File: src/rtl/bgr_pkg.sv
package bgr_pkg;

  localparam int DefMaxSourceColumns = 256;
  localparam int DefMaxSourceRows    = 256;
  localparam int DefSampleWidth      = 32;

  localparam int CfgIndexWidth = 3;
  localparam int CfgDataWidth  = 20;

  typedef enum logic [CfgIndexWidth-1:0] {
    REG_SOURCE_COLUMNS = 3'd0,
    REG_SOURCE_ROWS    = 3'd1,
    REG_TARGET_COLUMNS = 3'd2,
    REG_TARGET_ROWS    = 3'd3,
    REG_COLUMN_RATIO   = 3'd4,
    REG_ROW_RATIO      = 3'd5
  } cfg_reg_t;

  localparam logic CMD_LOAD  = 1'b0;
  localparam logic CMD_QUERY = 1'b1;

  localparam int PosWidth  = 32;  // (2t+1)*ratio < 2^31
  localparam int FracWidth = 18;  // q1.17, up to 1.0
  localparam int IdxWidth  = 13;  // neighbor index, counts up to 4096
  localparam logic [FracWidth-1:0] FracOne = 18'h20000;
  localparam logic [PosWidth-1:0]  HalfPos = 32'h0001_0000;

  // axis locate result
  typedef struct packed {
    logic [IdxWidth-1:0]  idx;
    logic [FracWidth-1:0] frac;
  } axis_loc_t;

endpackage

File: src/rtl/bgr_blend.sv
// a*(1-w) + b*w, rounded half up to q16.16, two register stages
module bgr_blend #(
  parameter int W = 32
) (
  input  logic                           clk,
  input  logic                           en,
  input  logic signed [W-1:0]            a,
  input  logic signed [W-1:0]            b,
  input  logic [bgr_pkg::FracWidth-1:0]  w,
  output logic signed [W:0]              y
);
  import bgr_pkg::*;

  localparam int PW = W + FracWidth + 2;
  logic signed [PW-1:0] pa, pb;
  logic signed [PW:0]   s;
  logic signed [PW:0]   x;

  always_ff @(posedge clk) begin
    if (en) begin
      pa <= PW'(a) * PW'($signed({1'b0, FracOne - w}));
      pb <= PW'(b) * PW'($signed({1'b0, w}));
      y  <= (W+1)'(x >>> 17);
    end
  end

  always_comb begin
    s = (PW+1)'(pa) + (PW+1)'(pb);
    x = s + (PW+1)'(65536);
  end
endmodule

File: config.mk
export PLATFORM = sky130hd
export DESIGN_NAME = bgr_blend
export DESIGN_NICKNAME = d
export VERILOG_FILES = /design/src/rtl/bgr_pkg.sv /design/src/rtl/bgr_blend.sv
export SDC_FILE = /design/constraint.sdc
export NUM_CORES = 2
export LEC_CHECK = 0
export BUFFER_PORTS_ARGS = -buffer_cell sky130_fd_sc_hd__buf_2
export CELL_PAD_IN_SITES_DETAIL_PLACEMENT = 1
export CELL_PAD_IN_SITES_GLOBAL_PLACEMENT = 1
export CORE_ASPECT_RATIO = 0.6
export CORE_MARGIN = 3
export CORE_UTILIZATION = 52
export DETAILED_ROUTE_END_ITERATION = 16
export GPL_TIMING_DRIVEN = 0
export MAX_ROUTING_LAYER = met4
export PLACE_DENSITY = 0.86
export RECOVER_POWER = 25
export SETUP_SLACK_MARGIN = 0.1
export SYNTH_ARGS = -nofsm -noshare
export SYNTH_HDL_FRONTEND = slang
export SYNTH_SLANG_ARGS = --single-unit
File: constraint.sdc
create_clock -name clk -period 10.3 [get_ports clk]
set_input_delay 0 -clock clk [delete_from_list [all_inputs] [get_ports clk]]
set_output_delay 0 -clock clk [all_outputs]
set_load 0.005 [all_outputs]
==> results.md <==
- The number of primary I/O pins is ~120.
- The number of endpoints with negative hold slack in the final report came to 0.
- The launching element of the worst setup path is w[8].
- The starting density of the core is 0.5279.
- The gate family responsible for the most delay along the worst path is adder cells.
- The first global-routing pass estimated 242400 um of wire.
- The total buffers and inverters traversed by the critical path is 6.
- The share of the Yosys chip area taken by registers is 0.08579.
- The routed layout has 36.02k vias.
- The class of the tightest hold or removal check is in2reg.
- The die is 392.3 um wide.
- In this run, the number of DRC markers left after iteration 0 of detailed routing was about 3.2k.
- Setup repair after global routing left no endpoint under its margin.
- The average wire per cell in the routed design is 25.25 um.
- Routability-driven placement finished with a final weighted congestion of 1.029.
- For this run the aggregate overflow at the end of global routing stands at 0.
- Dividing the final minimum period by the clock period gives 0.9880.
- The clock-pin slew on the worst setup and hold paths is approximately 0.06 ns.
- Yosys mapped a number of flops with a built-in enable equal to 133.
- The global-route total usage across every layer is 0.3593.
- The worst setup path is launched from an input port.
- The total count of max-transition violations in the final report came to 136.
- The number of antenna violations at the first check in global routing was 19.
- Between clock sinks in the finished design, the worst skew comes to approximately 0.015 ns.
- The most numerous cell type found on the critical path is fa_1.
- Compared with the post-synthesis result, the final layout area differs by 5.545%.
- In this design, the stage delay of the slowest critical-path cell is just under 1 ns.
- The number of cells on the worst reg-to-reg path is 12.
- Across the run, the number of max-cap violations was 2.
- Once routing completed, OpenROAD measured the worst setup slack at 0.1231 ns.
- In this run the remaining antenna-violating nets after routing total 0.
- The endpoint identified for the worst register-to-register timing path is y[26]$_DFFE_PP_.
- The via count of the first global-routing pass is just over 40k.
- The floorplan step set the die height to 237.8 um.
- The mean cell area of the mapped netlist is 9.318 um^2.
- The share of final-layout standard cells stronger than drive strength 1 is 0.02039.
- The TritonCTS buffer count is 25.
- The endpoint kind of the worst setup timing path is a register.
- The final instance count without filler cells is about 6.3k.
- The count of different cell masters after synthesis is 72.
- The data required time of the critical path is 10.55 ns.
- Yosys printed 0 warnings.
- The overall routed net length is 158500 um.
- The number of nets handed over by synthesis was 6528.
- The relative slew slack is -2.992.
- The cell at the root of the clock tree is clkbuf_16.
- For the pin with the worst max-slew slack, the measured transition is 5.988 ns.
- Dividing the detail-routed via count by the number of cells gives ~5.7.
- The master of the slowest instance on the critical path is buf_1.
- The number of rows in the core area is 84.
- The number of synthesized register bits is 133.
- The pre-CTS setup slack is -0.9172 ns.
- The critical path depth in cells is 25.
- The largest net degree at the start of global routing is 104.
- The most frequently used flop master after synthesis is edfxtp_1.
- The proportion of register bits with asynchronous set or reset after synthesis is 0.
- Following the worst setup path forward leads to its endpoint at pa[45]$_DFFE_PP_.
- After technology mapping, the gate count stands at 4996.
- For the worst setup path, the data arrival time is ~10 ns.
- The later pin in the worst-skew pair is clocked with a latency of ~0.50 ns.
- The number of clock sinks is 133.
- CTS built an H-tree with a depth of 4.
- Before antenna repair, the detailed router went through 7 iterations.
- After the last flow step, the layout net total stands at 6627.
- The share of the core filled with cells is 0.5572.
- The area of the placeable core is just under 90000 um^2.
- Setup violations remaining at the end of the flow were counted as 0.
- After detailed routing, the number of remaining DRC violations is 0.
- The flow ran to the end, but the final reports show violations.
- The reg-to-reg setup timing slack is 6.04 ns.
- In this run the deepest clock path goes through 3 buffers.
- The setup path with the least slack is of type in2reg.
- The post-CTS setup repair buffer count is 0.
- The detailed-placement wirelength estimate is 132200 um.
- For the finished layout, the period the worst path requires is ~10 ns.
- The checks that failed: capacitance limit, slew limit.
- TritonCTS built the clock tree.
- Input and output buffers added on the ports amount to 70.
- The maximum fanout along the worst path is 10.
- Summing every instance area after synthesis gives 46550 um^2.
- After detailed placement, the design holds a cell count of a little over 6k.
- The die covers 93270 um^2.
- The reg-to-reg critical path startpoint is pa[6]$_DFFE_PP_.
- The peak clock frequency supported by timing is 98.26 MHz.
[final cells by class]
| cell class | count | area (um^2) |
|---|---|---|
| fill | 10140 | 39040 |
| multi-input combinational | 3368 | 37010 |
| inverter | 1266 | 4752 |
| sequential | 133 | 3994 |
| tap | 1161 | 1453 |
| buffer | 229 | 875.8 |
| clock buffer | 27 | 633.1 |
| timing repair buffer | 72 | 334.1 |
| clock inverter | 5 | 46.29 |
| antenna | 16 | 40.04 |
[cell usage in the layout, fill, tap and decap left out, drive strengths merged, types with 59 or more instances in the layout]
cell,netlist,final
nand2,744,744
edfxtp,133,133
a21o,62,62
clkbuf,221,270
ha,344,344
a21oi,117,117
fa,1104,1104
inv,1266,1266
xnor2,100,100
o21ai,61,61
and2,439,439
nor2,59,59
[synth_stat cells, types with 23 or more instances]
| cell | count | area share |
|---|---|---|
| and2_1 | 439 | 0.059 |
| o21ai_0 | 57 | 0.0061 |
| nor2_1 | 59 | 0.0048 |
| nor3_1 | 23 | 0.0025 |
| inv_1 | 1266 | 0.10 |
| nor2b_1 | 48 | 0.0065 |
| xor2_1 | 49 | 0.0092 |
| clkbuf_1 | 221 | 0.018 |
| fa_1 | 1104 | 0.47 |
| xnor2_1 | 100 | 0.019 |
| nand3_1 | 24 | 0.0026 |
| o21bai_1 | 27 | 0.0044 |
| a21oi_1 | 115 | 0.012 |
| ha_1 | 344 | 0.092 |
| a21o_1 | 62 | 0.010 |
| nand2_1 | 744 | 0.060 |
| edfxtp_1 | 133 | 0.086 |
[worst min path at each step]
stage | from | to | slack, ns | depth (start not counted)
detailed placement | y[8]$_DFFE_PP_ | y[8] | 0.39 | 1
global placement | y[2]$_DFFE_PP_ | y[2] | 0.39 | 1
finish | b[0] | pb[0]$_DFFE_PP_ | 0.05 | 2
floorplan | en | pa[0]$_DFFE_PP_ | 0.11 | 0
CTS | b[0] | pb[0]$_DFFE_PP_ | 0.03 | 2
global route | a[0] | pa[0]$_DFFE_PP_ | 0.05 | 2
[sequential cells by signal (all words and copies together), names as in the netlist]
signal	count
y	33
pa	50
pb	50
[layer usage]
layer,vias up,track usage,wire length [um]
li1,14900,-,-
met1,18850,0.4777,63990
met2,1910,0.5226,69680
met3,362,0.1204,19260
met4,0,0.1109,5583
met5,-,-,0
[kinds of logic (layout without fill, tap and decap cells)]
| family | after synthesis | count (layout) | synth area share |
|---|---|---|---|
| other cells | 0 | 16 | 0 |
| buf+inv | 1495 | 1599 | 0.1207 |
| simple gates | 1397 | 1397 | 0.1440 |
| xor+xnor | 149 | 149 | 0.02803 |
| mux | 1 | 1 | 0.0002150 |
| fa+ha+maj | 1448 | 1448 | 0.5672 |
| flops | 133 | 133 | 0.08579 |
| compound gates | 373 | 373 | 0.05410 |
[metrics by stage]
step	TNS [ns]	instance area, um^2	hold WS (ns)
finish	0	49130	0.05387
floorplan	0	46550	0.1125
global placement	-2.172	48360	0.3919
global route	0	49130	0.04925
CTS	0	49100	0.02815
detailed placement	-5.169	48390	0.3941
[timing repair]
| action | CTS | global route |
|---|---|---|
| hold buffers | 1 | 0 |
| resized for setup | 3 | 26 |
| setup endpoints to repair | 6 | 14 |
| endpoints found under the hold margin | 30 | 0 |
Power is left out: the tool's default activity adds up to more than one toggle a clock period on the data nets, which glitch-free logic cannot reach.
