==> src/rtl/bgr_pkg.sv <==
package bgr_pkg;

  localparam int DefMaxSourceColumns = 256;
  localparam int DefMaxSourceRows    = 256;
  localparam int DefSampleWidth      = 32;

  localparam int CfgIndexWidth = 3;
  localparam int CfgDataWidth  = 20;

  typedef enum logic [CfgIndexWidth-1:0] {
    REG_SOURCE_COLUMNS = 3'd0,
    REG_SOURCE_ROWS    = 3'd1,
    REG_TARGET_COLUMNS = 3'd2,
    REG_TARGET_ROWS    = 3'd3,
    REG_COLUMN_RATIO   = 3'd4,
    REG_ROW_RATIO      = 3'd5
  } cfg_reg_t;

  localparam logic CMD_LOAD  = 1'b0;
  localparam logic CMD_QUERY = 1'b1;

  localparam int PosWidth  = 32;  // (2t+1)*ratio < 2^31
  localparam int FracWidth = 18;  // q1.17, up to 1.0
  localparam int IdxWidth  = 13;  // neighbor index, counts up to 4096
  localparam logic [FracWidth-1:0] FracOne = 18'h20000;
  localparam logic [PosWidth-1:0]  HalfPos = 32'h0001_0000;

  // axis locate result
  typedef struct packed {
    logic [IdxWidth-1:0]  idx;
    logic [FracWidth-1:0] frac;
  } axis_loc_t;

endpackage

==> src/rtl/bgr_locate.sv <==
// one axis: registered product, then index and fraction with edge clamps
module bgr_locate (
  input  logic                         clk,
  input  logic                         en,
  input  logic [9:0]                   t,
  input  logic [19:0]                  ratio,
  input  logic [bgr_pkg::IdxWidth-1:0] count,
  output bgr_pkg::axis_loc_t           loc
);
  import bgr_pkg::*;

  logic [PosWidth-1:0] p;
  logic [IdxWidth-1:0] count_q;
  logic [PosWidth-1:0] num;
  logic [PosWidth-18:0] i_raw;
  axis_loc_t           loc_next;
  logic [PosWidth-1:0] frac_w;

  always_ff @(posedge clk) begin
    if (en) begin
      p       <= PosWidth'({t, 1'b1}) * PosWidth'(ratio);
      count_q <= count;
      loc     <= loc_next;
    end
  end

  always_comb begin
    num    = p - HalfPos + PosWidth'(FracOne - 18'd1);
    i_raw  = num[PosWidth-1:17];
    frac_w = p + HalfPos - {i_raw, 17'd0};
    if (p <= HalfPos) begin
      loc_next.idx  = IdxWidth'(1);
      loc_next.frac = '0;
    end else if (i_raw >= (PosWidth-17)'(count_q)) begin
      loc_next.idx  = count_q - IdxWidth'(1);
      loc_next.frac = FracOne;
    end else begin
      loc_next.idx  = IdxWidth'(i_raw);
      loc_next.frac = frac_w[FracWidth-1:0];
    end
  end
endmodule

==> config.mk <==
export PLATFORM = sky130hd
export DESIGN_NAME = bgr_locate
export DESIGN_NICKNAME = d
export VERILOG_FILES = /design/src/rtl/bgr_pkg.sv /design/src/rtl/bgr_locate.sv
export SDC_FILE = /design/constraint.sdc
export NUM_CORES = 1
export LEC_CHECK = 0
export BUFFER_PORTS_ARGS = -buffer_cell sky130_fd_sc_hd__buf_4
export CAP_MARGIN = 20
export CELL_PAD_IN_SITES_DETAIL_PLACEMENT = 1
export CELL_PAD_IN_SITES_GLOBAL_PLACEMENT = 1
export CORE_MARGIN = 4
export CORE_UTILIZATION = 49
export CTS_BUF_LIST = sky130_fd_sc_hd__clkbuf_16
export CTS_CLUSTER_DIAMETER = 200
export DETAILED_ROUTE_END_ITERATION = 16
export GPL_ROUTABILITY_DRIVEN = 0
export PLACE_DENSITY = 0.86
export SKIP_LAST_GASP = 1
export SLEW_MARGIN = 20
export SYNTH_ARGS = -nofsm -noshare
export SYNTH_HDL_FRONTEND = slang
export SYNTH_SLANG_ARGS = --single-unit
==> constraint.sdc <==
create_clock -name clk -period 6.6 [get_ports clk]
set_input_delay 0 -clock clk [delete_from_list [all_inputs] [get_ports clk]]
set_output_delay 0 -clock clk [all_outputs]
set_load 0.1 [all_outputs]
==> results.sh, run 1 <==
export IMPL_status="finished clean"
export IMPL_syn_instance_count=1208
export IMPL_detail_route_first_pass_iterations=4
export IMPL_postCtsSetupRepairBufs=0
export IMPL_crit_reg2reg_capture="loc[6]"
export IMPL_wl_um=29560
export IMPL_worst_ep_required_time_ns=6.70
export IMPL_fin_crit_sh=0.8452
export IMPL_placeableCoreArea_mm2=0.02264
export IMPL_ratio_of_cells_with_drive_above_1_in_the_final_layout=0.08524
export IMPL_grt_overflow_total=0
export IMPL_library_cell_with_the_highest_instance_count_after_synthesis="inv_1"
export IMPL_io_pin_count=76
export IMPL_grt_antenna_before_repair=0
export IMPL_floorplan_die_area_mm2=0.02555
export IMPL_sequential_element_share_of_the_synthesized_area=0.1994
export IMPL_cts_sinks=75
export IMPL_reg2reg_depth=16
export IMPL_yosys_area_top_type_share=0.2853
export IMPL_worstHoldStart="ratio[1]"
export IMPL_cts_inserted_buffers=9
export IMPL_slowest_stage="fa_1"
export IMPL_fin_nets=1582
export IMPL_layout_min_cycle_time_ns=5.578
export IMPL_grt_pass1_vias=9564
export IMPL_cp_start_kind="input pin"
export IMPL_synth_common_cells="inv_1, fa_1, nand2_1, ha_1, and2_1"
export IMPL_routed_via_count=8539
export IMPL_global_route_wire_length_before_repair_um=48810
export IMPL_largest_fanout_on_the_critical_path=11
export IMPL_post_cts_resized=0
export IMPL_cts_root_buffer="clkbuf_16"
export IMPL_synth_cell_types=60
export IMPL_n_antenna_cell=0
export IMPL_drc=0
export IMPL_cts_max_level=3
export IMPL_synth_enable_flop_cells=75
export IMPL_synth_fp_nets=1528
export IMPL_synth_area_mm2=0.01130
export IMPL_ys_top_cells_by_area="fa_1, edfxtp_1, ha_1"
export IMPL_drt_first_iter_violations=371
export IMPL_ys_async_sr_fraction=0
export IMPL_rsz0062_at_grt="false"
export IMPL_start_util=0.4990
export IMPL_fin_worst_skew_ns=0.01045
export IMPL_slew_violations=0
export IMPL_cp_common_cell="fa_1"
export IMPL_syn_mean_instance_area_um2=9.352
export IMPL_clockBufferDepth=2
export IMPL_timing_hold_worst_class="input pin to flop"
export IMPL_crit_type="input pin to flop"
export IMPL_placed_area_mm2=0.01203
export IMPL_number_of_antenna_violating_nets_in_the_routed_design=0
export IMPL_path_cells="dlygate4sd3_1, buf_4, nand2_1, fa_1, fa_1, inv_1, fa_1, fa_1, inv_1, fa_1, inv_1, ha_1, and3_1, a21boi_0, a41oi_1, o21a_1, o211ai_1, a21oi_1, o21ai_0, xor2_1"
export IMPL_drt_vias_per_instance=5.502
export IMPL_hold_path_stages=2
export IMPL_clk_transition_reported_paths_ns=0.07
export IMPL_drv_cap=0
export IMPL_fp_row_count=55
export IMPL_critPathArrivalTime_ns=5.68
export IMPL_final_instance_count_excl_fill=1552
export IMPL_setup_slack_of_the_worst_register_to_register_path_ns=1.73
export IMPL_area_growth_pct=10.23
export IMPL_worstHoldEndpoint="p[1]"
export IMPL_dpl_cell_count=1522
export IMPL_finalHoldViolations=0
export IMPL_detail_route_wl_per_cell_um=19.05
export IMPL_yosysWarnings=0
export IMPL_worst_slew_pin_transition_ns=0.9673
export IMPL_tritoncts="yes"
export IMPL_worst_r2r_startpoint="p[1]"
export IMPL_setup_viol_count_final=0
export IMPL_postCtsHoldBufs=14
export IMPL_maximum_number_of_pins_on_one_net_before_global_route_repair=76
export IMPL_die_height_um=159.8
export IMPL_max_slew_margin_rel=0.3552
export IMPL_clk_insertion_delay_late_ns=0.35
export IMPL_numPortBuffers=75
export IMPL_slowest_delay_ns=0.56
export IMPL_layout_core_utilization=0.5500
export IMPL_fmaxAchievable_mhz=179.3
export IMPL_width_of_the_die_um=159.8
export IMPL_critical_path_endpoint_type="flop"
export IMPL_synth_ff_type="edfxtp_1"
export IMPL_yosysTopAreaCell="fa_1"
export IMPL_groute_usage_overall=0.2363
export IMPL_finalInstanceArea_mm2=0.01245
export IMPL_detailedPlacementHpwl_um=24560
export IMPL_finalSetupTns_ns=0
export IMPL_postSynthRegisterBits=75
routing by layer:
metal  share of wire  track usage  up-vias  wire (µm)
met4           0.040      0.09855        0       1173
met5               0            0        -          0
met3           0.022      0.01987       73        662
li1                -            -     3893          -
met2            0.54       0.4416      181      15920
met1            0.40       0.2792     4392      11800
worst max path at each step:
| stage | startpoint | end | cells after the start |
|---|---|---|---|
| 3_3_place_gp | t[3] | p[26] | 22 |
| 6_report | ratio[0] | p[29] | 20 |
| 3_5_place_dp | t[3] | p[26] | 22 |
| 2_1_floorplan | t[3] | p[24] | 22 |
| 4_1_cts | ratio[0] | p[29] | 20 |
| 5_1_grt | ratio[0] | p[29] | 20 |
stage by stage:
stage	hold slack, ns	worst slack, ns
finish	0.1112	1.022
floorplan	0.09887	1.357
CTS	0.1154	1.056
global placement	0.1820	1.114
global route	0.1073	0.7069
detailed placement	0.1795	0.9604
worst max-delay path, delay by kind of cell:
| family | cells | cell delay (ns) |
|---|---|---|
| adders and majority gates | 6 | 2.99 |
| AOI/OAI and AO/OA | 6 | 1.35 |
| buffers and inverters | 5 | 0.87 |
| and+or+nand+nor | 2 | 0.28 |
| xor gates and xnor gates | 1 | 0.16 |
flip-flops by register name, indices dropped and copies added, names as in the netlist:
signal / flops
count_q: 13
loc: 31
p: 31
cells in the final DEF (no fill, tap or decap), types with 4 or more instances in the layout:
master	instances
a211oi_1	17
a21oi_1	32
a31oi_1	4
and2_1	77
and3_1	7
buf_4	77
clkbuf_16	9
dlygate4sd3_1	14
edfxtp_1	75
fa_1	161
ha_1	114
inv_1	252
nand2_1	144
nand2b_1	8
nand3_1	18
nand4_1	10
nor2_1	58
nor2_4	8
nor2b_1	10
nor3_1	12
nor4_1	5
o211ai_1	8
o21a_1	9
o21ai_0	19
o21bai_1	7
xnor2_1	48
xor2_1	14
area by class of cell:
class | count | area [µm²]
timing repair buffer | 91 | 718.2
clock inverter | 7 | 52.55
multi-input combinational | 834 | 7906
clock buffer | 9 | 225.2
inverter | 251 | 942.2
fill | 2602 | 10190
tap | 285 | 356.6
sequential | 75 | 2252
cells by family after synthesis:
group                    Yosys count  share of synthesized area
buffers and inverters            299                     0.1016
AO/OA/AOI/OAI                    125                    0.07609
flip-flops                        75                     0.1994
adder cells (fa/ha/maj)          275                     0.4116
AND/OR/NAND/NOR                  371                     0.1625
multiplexers                       1                  0.0008861
XOR/XNOR                          62                    0.04807
Power of run 1 is left out: the tool's default activity adds up to more than one toggle a clock period on the data nets, which glitch-free logic cannot reach.
==> run 2, diff against run 1 <==
--- a/config.mk
+++ b/config.mk
@@ -5,17 +5,18 @@
 export SDC_FILE = /design/constraint.sdc
 export NUM_CORES = 1
 export LEC_CHECK = 0
+export ABC_AREA = 1
 export BUFFER_PORTS_ARGS = -buffer_cell sky130_fd_sc_hd__buf_4
 export CAP_MARGIN = 20
 export CELL_PAD_IN_SITES_DETAIL_PLACEMENT = 1
 export CELL_PAD_IN_SITES_GLOBAL_PLACEMENT = 1
 export CORE_MARGIN = 4
-export CORE_UTILIZATION = 49
+export CORE_UTILIZATION = 43
 export CTS_BUF_LIST = sky130_fd_sc_hd__clkbuf_16
 export CTS_CLUSTER_DIAMETER = 200
 export DETAILED_ROUTE_END_ITERATION = 16
 export GPL_ROUTABILITY_DRIVEN = 0
-export PLACE_DENSITY = 0.86
+export PLACE_DENSITY = 0.83
 export SKIP_LAST_GASP = 1
 export SLEW_MARGIN = 20
 export SYNTH_ARGS = -nofsm -noshare
==> constraint.sdc (replaced) <==
create_clock -name clk -period 5.1 [get_ports clk]
set_input_delay 0 -clock clk [delete_from_list [all_inputs] [get_ports clk]]
set_output_delay 0 -clock clk [all_outputs]
set_load 0.1 [all_outputs]
==> run 2 against run 1 <==
Clock skew down 0.0011 ns. Die area up 25%. Register-to-register slack worse by 0.89 ns. Setup slack worse by 0.75 ns.
==> results.sh, run 2 <==
export IMPL_synth_cell_types=38
export IMPL_synth_common_cells="inv_1, nand2_1, fa_1, ha_1, nor2_1"
export IMPL_postSynthRegisterBits=75
export IMPL_numPortBuffers=75
export IMPL_fillers=3591
export IMPL_cts_root_buffer="clkbuf_16"
export IMPL_postCtsSetupRepairBufs=0
export IMPL_post_synthesis_mux_area_share=0
export IMPL_number_of_antenna_violating_nets_in_the_routed_design=0
export IMPL_synth_compound_area_frac=0.04853
export IMPL_slew_violations=0
export IMPL_synth_simple_gate_area_share=0.2208
export IMPL_cts_sinks=75
export IMPL_slowest_stage="fa_1"
export IMPL_clockBufferDepth=2
export IMPL_detail_route_first_pass_iterations=4
export IMPL_worst_ep_required_time_ns=5.20
export IMPL_path_cells="buf_4, nand2_1, fa_1, inv_1, fa_1, inv_1, fa_1, inv_1, fa_1, inv_1, fa_1, inv_1, ha_1, a21oi_1, o21ai_0, a21oi_1, nor2_1, nor3_1, nand2_1, nand2_1, nand2_1"
export IMPL_worst_slew_pin_transition_ns=0.9292
export IMPL_critical_path_endpoint_type="flop"
export IMPL_setup_viol_count_final=0
export IMPL_width_of_the_die_um=178.5
export IMPL_die_height_um=178.5
export IMPL_status="finished clean"
export IMPL_fin_nets=2005
export IMPL_timing_hold_worst_class="input pin to flop"
export IMPL_fmaxAchievable_mhz=207.0
export IMPL_timing_critical_path_buf_inv=6
export IMPL_yosysWarnings=0
export IMPL_drt_vias_per_instance=4.995
export IMPL_synth_area_mm2=0.01250
export IMPL_crit_type="input pin to flop"
export IMPL_n_antenna_cell=0
export IMPL_commonest_cells_after_routing_fill_and_taps_aside="inv_1, nand2_1, fa_1"
export IMPL_drv_cap=0
export IMPL_detailedPlacementHpwl_um=28160
export IMPL_critPathArrivalTime_ns=4.93
export IMPL_clk_transition_reported_paths_ns=0.06
export IMPL_global_route_wire_length_before_repair_um=56520
export IMPL_start_util=0.4356
export IMPL_maximum_number_of_pins_on_one_net_before_global_route_repair=76
export IMPL_library_cell_with_the_highest_instance_count_after_synthesis="inv_1"
export IMPL_cts_max_level=3
export IMPL_fin_worst_skew_ns=0.009317
export IMPL_synth_adder_area_share=0.3719
export IMPL_drt_first_iter_violations=406
export IMPL_grt_antenna_before_repair=0
export IMPL_fin_crit_sh=0.9471
export IMPL_largest_fanout_on_the_critical_path=20
export IMPL_yosysTopAreaCell="fa_1"
export IMPL_tritoncts="yes"
export IMPL_drc=0
export IMPL_final_common_cell="inv_1"
export IMPL_ratio_of_cells_with_drive_above_1_in_the_final_layout=0.07460
export IMPL_placeableCoreArea_mm2=0.02870
export IMPL_multiInputGateArea_mm2=0.008454
export IMPL_grt_overflow_total=0
export IMPL_floorplan_die_area_mm2=0.03187
export IMPL_layout_min_cycle_time_ns=4.830
export IMPL_rsz0062_at_grt="false"
export IMPL_ys_top_cells_by_area="fa_1, edfxtp_1, inv_1"
export IMPL_placed_area_mm2=0.01335
export IMPL_synth_enable_flop_cells=75
export IMPL_syn_instance_count=1629
export IMPL_routed_via_count=10360
export IMPL_synth_fp_nets=1949
export IMPL_yosys_area_top_type_share=0.2578
export IMPL_fp_row_count=62
export IMPL_area_growth_pct=10.34
export IMPL_cp_start_kind="input pin"
export IMPL_wl_um=33720
export IMPL_cts_inserted_buffers=9
export IMPL_io_pin_count=76
export IMPL_clk_insertion_delay_late_ns=0.35
export IMPL_detail_route_wl_per_cell_um=16.26
export IMPL_synth_ff_type="edfxtp_1"
export IMPL_ys_async_sr_fraction=0
export IMPL_syn_mean_instance_area_um2=7.675
export IMPL_sequential_element_share_of_the_synthesized_area=0.1801
export IMPL_synth_top_family_by_area="adder cells"
export IMPL_max_slew_margin_rel=0.3805
export IMPL_biggestRegsByFlops="loc x31, p x31, count_q x13"
export IMPL_finalInstanceArea_mm2=0.01380
export IMPL_synth_xor_area_share=0.03362
export IMPL_finalHoldViolations=0
export IMPL_slowest_delay_ns=0.58
export IMPL_layout_area_seq_mm2=0.002252
export IMPL_timing_critical_path_max_delay_family="adder cells"
export IMPL_grt_pass1_vias=11780
export IMPL_groute_usage_overall=0.2193
==> run 2: cell count changes after synthesis, sizes merged, moves of 13 or more <==
cell / previous run / this run
nor2: 68 / 125
inv: 251 / 427
a211oi: 17 / 0
nand3: 19 / 57
nand2: 144 / 412
xor2: 14 / 40
xnor2: 48 / 8
a21oi: 32 / 52
o21ai: 20 / 33
and2: 77 / 2
==> run 2: cells by family (layout without fill, tap and decap cells) <==
| family | after synthesis | in the layout |
|---|---|---|
| and+or+nand+nor | 648 | 648 |
| AOI/OAI and AO/OA | 109 | 109 |
| buffers and inverters | 474 | 534 |
| xor gates and xnor gates | 48 | 48 |
| adders and majority gates | 275 | 275 |
| DFF | 75 | 75 |
==> run 2: area by class of cell <==
cell class / count / share of cell area
inverters: 428 / 0.1165
multi-input cells: 1080 / 0.6128
well taps: 384 / 0.03483
flip-flops and latches: 75 / 0.1633
clock buffers: 9 / 0.01633
clock inverters: 6 / 0.004263
repair buffers: 91 / 0.05206
==> run 2: per-layer routing <==
metal,up-vias,part of all wire,global-route usage
met4,0,0.018,0.05532
met2,161,0.53,0.4227
met5,-,0,0
met3,43,0.030,0.01653
met1,5178,0.42,0.2623
li1,4973,-,-
==> run 2: stage by stage <==
step	cells	util	hold WS, ns	setup TNS (ns)	worst slack (ns)
2_1_floorplan	1629	-	0.09887	0	0.4990
4_1_cts	2073	0.4800	0.08916	0	0.1414
3_3_place_gp	2044	0.4653	0.1798	0	0.2431
3_5_place_dp	2044	0.4653	0.1793	-0.04141	-0.04141
5_1_grt	2073	0.4806	0.1109	0	0.004578
6_report	2073	0.4806	0.09181	0	0.2700
==> run 2: worst paths after layout <==
path,start,endpoint,slack (ns),depth (start not counted)
setup / recovery,t[9],p[30],0.27,21
hold reg to reg,p[0],loc[0],0.71,2
setup reg to reg,p[1],loc[1],0.84,20
hold / removal,ratio[1],p[1],0.09,2
==> run 2: repair_timing <==
| item | 4_1_cts | 5_1_grt |
|---|---|---|
| hold buffers | 14 | 0 |
| resized for setup | 0 | 6 |
| setup endpoints to repair | 0 | 4 |
| hold endpoints to repair | 14 | 0 |
Power of run 2 is left out for the same reason.
==> run 3, diff against run 2 <==
--- a/config.mk
+++ b/config.mk
@@ -16,7 +16,7 @@
 export CTS_CLUSTER_DIAMETER = 200
 export DETAILED_ROUTE_END_ITERATION = 16
 export GPL_ROUTABILITY_DRIVEN = 0
-export PLACE_DENSITY = 0.83
+export PLACE_DENSITY = 0.79
 export SKIP_LAST_GASP = 1
 export SLEW_MARGIN = 20
 export SYNTH_ARGS = -nofsm -noshare
==> run 3 against run 2 <==
Sequential share of layout area decreased by 0.072 points. Critical path depth unchanged. Worst hold slack improved by 0.0043 ns. Critical endpoint is now p[29].
==> results.sh, run 3 (synthesis results as in run 2) <==
export IMPL_status="finished clean"
export IMPL_number_of_antenna_violating_nets_in_the_routed_design=0
export IMPL_die_height_um=178.5
export IMPL_worst_slew_pin_transition_ns=0.9140
export IMPL_timing_hold_worst_class="input pin to flop"
export IMPL_area_growth_pct=10.83
export IMPL_setup_viol_count_final=0
export IMPL_drc=0
export IMPL_detail_route_first_pass_iterations=5
export IMPL_hold_path_stages=2
export IMPL_grt_antenna_before_repair=0
export IMPL_cts_inserted_buffers=9
export IMPL_start_util=0.4356
export IMPL_grt_overflow_total=0
export IMPL_gr_usage_met1=0.2584
export IMPL_clk_insertion_delay_late_ns=0.34
export IMPL_wl_um=32720
export IMPL_reg2reg_depth=20
export IMPL_io_pin_count=76
export IMPL_detailedPlacementHpwl_um=27180
export IMPL_slew_violations=0
export IMPL_grt_busiest_layer="met2"
export IMPL_slowest_delay_ns=0.55
export IMPL_largest_fanout_on_the_critical_path=6
export IMPL_path_cells="dlygate4sd3_1, buf_4, nand2_1, fa_1, fa_1, inv_1, fa_1, fa_1, inv_1, fa_1, inv_1, ha_1, a21o_1, a21oi_2, nand2_1, nand2_1, nand3_1, nand2_1, inv_1, o21ai_0, nand2_1"
export IMPL_timing_critical_path_buf_inv=6
export IMPL_fin_nets=2004
export IMPL_grt_pass1_vias=11520
export IMPL_ratio_of_cells_with_drive_above_1_in_the_final_layout=0.07638
export IMPL_global_route_wire_length_before_repair_um=55480
export IMPL_routed_via_count=10320
export IMPL_postCtsSetupRepairBufs=0
export IMPL_setup_slack_of_the_worst_register_to_register_path_ns=0.82
export IMPL_placeableCoreArea_mm2=0.02870
export IMPL_max_slew_margin_rel=0.3907
export IMPL_width_of_the_die_um=178.5
export IMPL_clockBufferDepth=2
export IMPL_slowest_stage="fa_1"
export IMPL_finalSetupTns_ns=0
export IMPL_maximum_number_of_pins_on_one_net_before_global_route_repair=76
export IMPL_numPortBuffers=75
export IMPL_crit_reg2reg_capture="loc[0]"
export IMPL_groute_usage_overall=0.2140
export IMPL_fin_worst_skew_ns=0.008910
export IMPL_hold_slack_ns=0.09613
export IMPL_rsz0062_at_grt="false"
export IMPL_drt_first_iter_violations=409
export IMPL_worstHoldStart="ratio[1]"
export IMPL_drv_cap=0
export IMPL_cts_max_level=3
export IMPL_crit_type="input pin to flop"
export IMPL_groute_layer_met2_usage=0.4054
export IMPL_cts_sinks=75
export IMPL_detail_route_wl_per_cell_um=15.78
export IMPL_critical_path_endpoint_type="flop"
export IMPL_commonest_cells_after_routing_fill_and_taps_aside="inv_1, nand2_1, fa_1"
export IMPL_use_met3=0.01971
export IMPL_cts_root_buffer="clkbuf_16"
export IMPL_worstHoldEndpoint="p[1]"
export IMPL_fillers=3619
export IMPL_drt_vias_per_instance=4.977
export IMPL_clk_transition_reported_paths_ns=0.06
export IMPL_timing_critical_path_max_delay_family="adder cells"
export IMPL_biggestRegsByFlops="loc x31, p x31, count_q x13"
export IMPL_fp_row_count=62
export IMPL_worst_r2r_startpoint="p[1]"
export IMPL_worst_ep_required_time_ns=5.19
export IMPL_fmaxAchievable_mhz=205.7
export IMPL_n_antenna_cell=0
export IMPL_layout_min_cycle_time_ns=4.861
export IMPL_final_common_cell="inv_1"
export IMPL_floorplan_die_area_mm2=0.03187
export IMPL_cp_start_kind="input pin"
export IMPL_fin_crit_sh=0.9532
export IMPL_critPathArrivalTime_ns=4.95
export IMPL_tritoncts="yes"
export IMPL_finalHoldViolations=0
[run 3: layout make-up]
class / count / area [µm²] / area share
clock buffers: 9 / 225.2 / 0.01625
clock inverters: 7 / 123.9 / 0.008939
inverters: 428 / 1607 / 0.1159
multi-input cells: 1080 / 8458 / 0.6104
flip-flops and latches: 75 / 2252 / 0.1625
well taps: 384 / 480.5 / 0.03467
repair buffers: 90 / 710.7 / 0.05129
[run 3: through the flow]
step / cells / area, µm² / worst slack (ns) / util
finish: 2073 / 13860 / 0.2388 / 0.4828
CTS: 2073 / 13840 / 0.1635 / 0.4820
global route: 2073 / 13860 / 0.008572 / 0.4828
global placement: 2043 / 13350 / 0.1543 / 0.4650
floorplan: 1629 / 12500 / 0.4990 / -
detailed placement: 2043 / 13350 / 0.1336 / 0.4650
[run 3: timing repair]
| item | CTS | global route |
|---|---|---|
| setup endpoints to repair | 0 | 4 |
| hold buffers | 14 | 0 |
| resized for setup | 0 | 7 |
| endpoints found under the hold margin | 14 | 0 |
[run 3: worst max path at each step]
stage	startpoint	to	slack, ns	cells past startpoint
floorplan	t[9]	p[30]	0.50	23
global placement	t[9]	p[29]	0.15	24
detailed placement	t[9]	p[29]	0.13	21
CTS	ratio[0]	p[28]	0.16	19
global route	ratio[0]	p[29]	0.009	23
finish	ratio[0]	p[29]	0.24	21
[run 3: worst register-to-register path: stages, from the launching register on]
cell and delay [ns]:
edfxtp_1 0.48, inv_1 0.22, ha_1 0.25, nand2_1 0.10, and2_1 0.19, nand3_1 0.12
nand2_1 0.07, nand2_1 0.17, nand2_1 0.10, xor2_1 0.30, inv_1 0.09, ha_1 0.30
nand2_1 0.09, nor2_1 0.04, nand2_1 0.06, o211ai_1 0.08, nand2_1 0.39, nand3_2 0.17
nor2_4 0.39, nand2_4 0.32, nor2_1 0.19
[run 3: layer usage]
metal,routed length [µm],vias up
li1,-,4969
met1,14000,5131
met2,17130,169
met3,961,48
met4,629,0
met5,0,-
Power of run 3 is left out for the same reason.
